## config.mk

```make
export PLATFORM = sky130hd
export DESIGN_NAME = rpn_div
export DESIGN_NICKNAME = d
export VERILOG_FILES = /design/src/sv/rpn_pkg.sv /design/src/sv/rpn_div.sv
export SDC_FILE = /design/constraint.sdc
export NUM_CORES = 1
export LEC_CHECK = 0
export ABC_AREA = 0
export BUFFER_PORTS_ARGS = -buffer_cell sky130_fd_sc_hd__buf_2
export CORE_ASPECT_RATIO = 1.25
export CORE_MARGIN = 4
export CORE_UTILIZATION = 35
export DETAILED_ROUTE_END_ITERATION = 10
export PLACE_DENSITY = 0.51
export SETUP_SLACK_MARGIN = 0.15
export SLEW_MARGIN = 20
export SYNTH_ARGS = -nofsm -noshare
export SYNTH_HDL_FRONTEND = slang
export SYNTH_SLANG_ARGS = --single-unit
```

## constraint.sdc

```tcl
create_clock -name clk_i -period 9.7 [get_ports clk_i]
set_clock_uncertainty 0.05 [all_clocks]
set_input_delay 1.94 -clock clk_i [delete_from_list [all_inputs] [get_ports clk_i]]
set_output_delay 1.94 -clock clk_i [all_outputs]
set_load 0.01 [all_outputs]
```

## src/sv/rpn_pkg.sv

```systemverilog
// ----------------------------------------------------------------------------
// RPN evaluator package
// Shared token codes, status codes and the divider request and response structs.
// ----------------------------------------------------------------------------
package rpn_pkg;

  localparam logic [1:0] KIND_PUSH   = 2'd0;
  localparam logic [1:0] KIND_UNARY  = 2'd1;
  localparam logic [1:0] KIND_BINARY = 2'd2;

  localparam logic [4:0] UOP_PLUS   = 5'd0;
  localparam logic [4:0] UOP_NEG    = 5'd1;
  localparam logic [4:0] UOP_LNOT   = 5'd2;
  localparam logic [4:0] UOP_BNOT   = 5'd3;

  localparam logic [4:0] BOP_MUL  = 5'd0;
  localparam logic [4:0] BOP_DIV  = 5'd1;
  localparam logic [4:0] BOP_REM  = 5'd2;
  localparam logic [4:0] BOP_ADD  = 5'd3;
  localparam logic [4:0] BOP_SUB  = 5'd4;
  localparam logic [4:0] BOP_SHR  = 5'd5;
  localparam logic [4:0] BOP_SHL  = 5'd6;
  localparam logic [4:0] BOP_LT   = 5'd7;
  localparam logic [4:0] BOP_GT   = 5'd8;
  localparam logic [4:0] BOP_LE   = 5'd9;
  localparam logic [4:0] BOP_GE   = 5'd10;
  localparam logic [4:0] BOP_EQ   = 5'd11;
  localparam logic [4:0] BOP_NE   = 5'd12;
  localparam logic [4:0] BOP_AND  = 5'd13;
  localparam logic [4:0] BOP_OR   = 5'd14;
  localparam logic [4:0] BOP_XOR  = 5'd15;
  localparam logic [4:0] BOP_LAND = 5'd16;
  localparam logic [4:0] BOP_LOR  = 5'd17;

  localparam logic [1:0] ST_OK    = 2'd0;
  localparam logic [1:0] ST_STACK = 2'd1;
  localparam logic [1:0] ST_DIV0  = 2'd2;

  typedef struct packed {
    logic        start;
    logic        want_rem;
    logic [63:0] num;
    logic [63:0] den;
  } div_req_t;

  typedef struct packed {
    logic        done;
    logic [63:0] res;
  } div_rsp_t;

endpackage

```

## src/sv/rpn_div.sv

```systemverilog
// ----------------------------------------------------------------------------
// RPN signed divider
// Radix-2 restoring divider, one quotient bit per cycle, signed fix-up last.
// ----------------------------------------------------------------------------
module rpn_div import rpn_pkg::*; (
  input  logic     clk_i,
  input  logic     rst_ni,
  input  div_req_t req_i,
  output div_rsp_t rsp_o
);

  logic        busy_q, busy_d;
  logic [6:0]  cnt_q, cnt_d;
  logic [63:0] quo_q, quo_d;
  logic [63:0] rem_q, rem_d;
  logic [63:0] den_q, den_d;
  logic        neg_q_q, neg_q_d;
  logic        neg_r_q, neg_r_d;
  logic        rem_sel_q, rem_sel_d;
  logic        done_q, done_d;
  logic [63:0] res_q, res_d;
  logic [64:0] trial;
  logic [63:0] shifted;

  always_comb begin
    busy_d    = busy_q;
    cnt_d     = cnt_q;
    quo_d     = quo_q;
    rem_d     = rem_q;
    den_d     = den_q;
    neg_q_d   = neg_q_q;
    neg_r_d   = neg_r_q;
    rem_sel_d = rem_sel_q;
    done_d    = 1'b0;
    res_d     = res_q;
    shifted   = {rem_q[62:0], quo_q[63]};
    trial     = {1'b0, shifted} - {1'b0, den_q};
    if (req_i.start) begin
      busy_d    = 1'b1;
      cnt_d     = 7'd0;
      quo_d     = req_i.num[63] ? 64'd0 - req_i.num : req_i.num;
      den_d     = req_i.den[63] ? 64'd0 - req_i.den : req_i.den;
      rem_d     = 64'd0;
      neg_q_d   = req_i.num[63] ^ req_i.den[63];
      neg_r_d   = req_i.num[63];
      rem_sel_d = req_i.want_rem;
    end else if (busy_q) begin
      // The remainder can exceed 63 bits only transiently, so compare in 65 bits.
      if (rem_q[63] || !trial[64]) begin
        rem_d = shifted - den_q;
        quo_d = {quo_q[62:0], 1'b1};
      end else begin
        rem_d = shifted;
        quo_d = {quo_q[62:0], 1'b0};
      end
      cnt_d = cnt_q + 7'd1;
      if (cnt_q == 7'd63) begin
        busy_d = 1'b0;
        done_d = 1'b1;
        if (rem_sel_q) begin
          res_d = neg_r_q ? 64'd0 - rem_d : rem_d;
        end else begin
          res_d = neg_q_q ? 64'd0 - quo_d : quo_d;
        end
      end
    end
  end

  always_ff @(posedge clk_i or negedge rst_ni) begin
    if (!rst_ni) begin
      busy_q <= 1'b0;
      cnt_q  <= 7'd0;
      done_q <= 1'b0;
    end else begin
      busy_q <= busy_d;
      cnt_q  <= cnt_d;
      done_q <= done_d;
    end
  end

  always_ff @(posedge clk_i) begin
    quo_q     <= quo_d;
    rem_q     <= rem_d;
    den_q     <= den_d;
    neg_q_q   <= neg_q_d;
    neg_r_q   <= neg_r_d;
    rem_sel_q <= rem_sel_d;
    res_q     <= res_d;
  end

  assign rsp_o.done = done_q;
  assign rsp_o.res  = res_q;

endmodule

```

== Word level (Yosys, flattened, before mapping) ==
Cells that the tools add are included.
Widths: inputs -> output; s select.
Word-level totals
  output and inout port bits: 65
  bits of input ports: 132
  logic and storage cells: 46
  flip-flop bits (word level): 268
Operators by class
  bitwise operators: 2
  eq/ne operators: 1
  mux-type cells: 21
  reduce and logical (&&, ||, !) cells: 4
  add/sub/neg operators: 7
Operators with widths (number)
  $mux 64: 11
  $sub 1x64->64 const A: 4
  $sub 64x64->65: 1
  $sub 64x64->64: 1
  $mux 63: 1
  $mux 7: 2
  $add 7x1->7 const B: 1
  $eq 7x6->1 const B: 1
  $mux 1: 7
  $reduce_and 3->1: 1
  $reduce_bool 2->1: 1
  $logic_not 1->1: 1
  $logic_or 1x1->1: 1
  $not 1->1: 1
  $xor 1x1->1: 1

== Logic depth before layout (Yosys ltp) ==
  depth in word-level cells: 9
  depth in mapped cells: 28
  mapped depth without buffers: 21

== Worst setup path before layout ==
Ideal clock, no wire load.
  kind: input to register
  start point: input req_i[129] (netlist name)
  end point: register res_q[0], enable pin
  data required time: 9.007 ns
  path slack: 0.531 ns
  cell stages on the path: 3
  path buffers: 2
  data arrival time: 8.476 ns
  cells stage by stage: clkbuf_1 > clkbuf_1 > nor4_1
On the way
  longest elaborated chain between the ends: 2
Ends and longest elaborated chain
  start, declared: RTL line rpn_div.sv:8  | input div_req_t req_i,
  $not 1->1 (no source line)
  $reduce_and 3->1 (no source line)
  end signal, assigned: RTL line rpn_div.sv:88  | res_q <= res_d;
  end, declared: RTL line rpn_div.sv:21  | logic [63:0] res_q, res_d;
No other way between the ends.
A chain may end at the register's enable or synchronous reset.

== Worst setup path after layout ==
  start point: register quo_q[63]
  end point: register res_q[60], data pin
On the way
  longest elaborated chain between the ends: 9
Ends and longest elaborated chain
  start, declared: RTL line rpn_div.sv:14  | logic [63:0] quo_q, quo_d;
  start signal, assigned: RTL line rpn_div.sv:82  | quo_q <= quo_d;
  $sub 64x64->65: RTL line rpn_div.sv:37  | trial = {1'b0, shifted} - {1'b0, den_q};
  $logic_not 1->1: RTL line rpn_div.sv:49  | if (rem_q[63] || !trial[64]) begin
  $logic_or 1x1->1: RTL line rpn_div.sv:49
  $mux 1 / $mux 64 (equally long branches): RTL line rpn_div.sv:49
  $mux 64: RTL line rpn_div.sv:47  | end else if (busy_q) begin
  $mux 64: RTL line rpn_div.sv:38  | if (req_i.start) begin
  $sub 1x64->64, on equally long branches: RTL line rpn_div.sv:63, rpn_div.sv:61
  $mux 64, on equally long branches: RTL line rpn_div.sv:63, rpn_div.sv:61
  $mux 64 *: RTL line rpn_div.sv:60  | if (rem_sel_q) begin
Mark *: on every way between the ends. The rest lies on a longest branch, timed or not. The select of a mux whose other input is x is not followed.

==> results.json <==
{
  "cap_violations": 0,
  "cts-root-buf": "clkbuf_16",
  "antenna_cells": 0,
  "placedCellCount": 3583,
  "cts_hold_buffers": 0,
  "final_common_cell": "nor2_1",
  "fp.dieW_um": 233,
  "highest_layer": "met4",
  "cp_max_fo": 54,
  "synthDistinctLibCells": 80,
  "firstDrtPassIters": 5,
  "antenna_found_initial": 0,
  "ys_ff_latch": 268,
  "ys_seq_area_share_pct": 33.2,
  "grt_pass1_vias": 20300,
  "drive_gt1_share_pct": 11.9,
  "clkSinkCount": 268,
  "clkTransAtPathRegs_ns": 0.06,
  "status": "finished clean",
  "vias": 20800,
  "clkLatencyLatePin_ns": 0.57,
  "path_class": "register to register",
  "grt_usage_pct": 22.6,
  "row_count": 102,
  "drc": 0,
  "grt_pass1_wl_mm": 120,
  "post-place-ws_ns": 2.34,
  "max-vdd-ir-drop_v": 0.000176,
  "place.port_buffers": 196,
  "period_share_pct": 74.3,
  "gp_congestion": 0.928,
  "route.met3.wl_mm": 3.30,
  "ctsResizeCount": 0,
  "synth.area.top_cells": "edfxtp_1 26%, xnor2_1 7.1%, dfxtp_1 5.8%, a21oi_1 5.4%, nor2_1 4.9%",
  "arrival_ns": 7.46,
  "crit_path_end_kind": "register",
  "reg2reg_slack_ns": 2.49,
  "hold_viol": 0,
  "initial_core_util_pct": 35.5,
  "syn_area_per_cell_um2": 8.25,
  "place_area_um2": 23800,
  "yosys.area.top_type": "edfxtp_1",
  "htree_levels": 2,
  "cts_made_buffers": 34,
  "worst_slew_pin_slew_ns": 0.991,
  "grt_setup_unrepaired": "no",
  "die_area_um2": 67400,
  "slew_headroom_pct": 33.2,
  "synth_fp_nets": 2888,
  "fin_cells": 3645,
  "drt_iter0_markers": 1623,
  "area_growth_pct": 12.8,
  "clock_path_buffers": 3,
  "pwr_density_cell_nw_per_um2": 318,
  "final_cell_mix": "291 x nor2_1, 240 x a21oi_1, 225 x nand2_1, 195 x edfxtp_1, 194 x buf_2",
  "grt_max_degree": 95,
  "post_cts_buffers": 0,
  "netlist_area_um2": 22200,
  "hp-class": "register to register",
  "cts_tree": "yes",
  "yosys_warnings": 0,
  "synthCells": 2686,
  "routedWlPerCell_um": 21.7,
  "ant_nets": 0,
  "fp.dieH_um": 289,
  "finalInstanceArea_um2": 25000,
  "wirelength_mm": 79.0,
  "slew_viol_final": 0,
  "ios": 197,
  "grt_overflow": 0,
  "synth_ff_type": "edfxtp_1",
  "startpoint_type": "register",
  "leakage_nw": 9.28,
  "crit_required_ns": 9.96,
  "max_freq_mhz": 139,
  "finalSetupViolations": 0,
  "synth_edf_count": 195,
  "wl_met1_mm": 37.8,
  "synth_top_area_share_pct": 26.4,
  "post-route-min-period_ns": 7.21,
  "tns_ns": 0,
  "ys_async_sr_fraction_pct": 3.36,
  "via_per_inst": 5.71,
  "dp_hpwl_mm": 61.7,
  "layout_setup_ws_ns": 2.49,
  "core_um2": 62400,
  "fin_nets": 2990,
  "dr_wl_met2_mm": 35.7
}
## cell usage after synthesis, drive strengths merged, types with 7 or more instances
cell,number
a21oi,240
nor4,35
nand2b,19
and2,15
o21a,12
o41ai,34
nor4b,7
mux2,8
o31a,7
o21ai,182
a31oi,12
or4,46
o211a,11
or3,65
or2,22
edfxtp,195
and3,16
xnor2,179
xor2,104
o311ai,7
a21o,18
nand3,39
o21bai,13
o211ai,24
dfxtp,64
nand2,225
a2111oi,7
a211oi,76
and4,16
a311oi,9
nor2,291
buf,27
ha,69
nor3,75
clkbuf,131
dfrtp,9
o31ai,76
nand4,51
nor2b,13
inv,96
mux2i,54
## worst max-delay path, stage by stage (launching register included)
cell and delay [ns]:
edfxtp_1 0.37, inv_1 0.05, ha_1 0.23, fa_1 0.40, nand2b_1 0.18, a211oi_1 0.52
o21ai_0 0.53, a211oi_1 0.44, a211oi_1 0.12, buf_4 0.20, o21ai_4 0.11, buf_4 0.57
nand2_1 0.10, o21ai_0 0.17, ha_1 0.29, nand2_1 0.09, nor2_1 0.23, nand2_1 0.14
nor4_1 0.33, a31oi_1 0.13, or4_1 0.74, nor4_1 0.61, mux2i_1 0.25, nor3_1 0.07
## where the power goes
| part | internal, mW | switching, mW |
|---|---|---|
| Sequential | 1.48 | 0.234 |
| Clock | 0.775 | 0.548 |
| Combinational | 1.76 | 3.14 |
## state kept, by name, indices dropped and copies added, names as in the netlist
register and flops:
cnt_q 7, den_q 64, done_q 1, res_q 64, neg_r_q 1, rem_sel_q 1, rem_q 64, quo_q 64
busy_q 1, neg_q_q 1
## worst paths after layout
| kind | from | end | cells after the start |
|---|---|---|---|
| max in group asynchronous | rst_ni | busy_q | 1 |
| min reg2reg | rem_q[63] | rem_q[63] | 2 |
| min | rem_q[63] | rem_q[63] | 2 |
| max | quo_q[63] | res_q[60] | 23 |
| min in group asynchronous | rst_ni | cnt_q[3] | 1 |
| max reg2reg | quo_q[63] | res_q[60] | 23 |
## routing by layer
layer	track usage [%]	up-vias
met5	0	-
met4	6.47	0
met3	2.31	111
met2	36.5	598
met1	31.9	9882
li1	-	10200
## area by class of cell
class	count	area, um^2
fillers	6439	37400
multi-input cells	2164	13900
flip-flops and latches	268	7370
repair buffers	224	1210
well taps	832	1040
clock buffers	39	890
inverters	96	360
clock inverters	22	256
## metrics by stage
step	hold slack, ns	power (mW)	utilization, %
3_3_place_gp	0.440	6.52	38.2
4_1_cts	0.449	7.91	40.0
3_5_place_dp	0.442	6.52	38.2
6_report	0.448	7.94	40.0
5_1_grt	0.501	8.54	40.0
2_1_floorplan	0.415	5.10	-
## cells by family (layout without fill, tap and decap cells)
logic type / after synthesis / count (layout) / share of synthesized area, %
mux: 62 / 62 / 2.84
xor+xnor: 283 / 283 / 11.2
buf+inv: 254 / 381 / 4.32
simple gates: 950 / 950 / 21.2
flops: 268 / 268 / 33.2
compound gates: 799 / 799 / 23.2
fa+ha+maj: 70 / 70 / 3.99
Note: power is estimated with default switching activity, not from simulation.
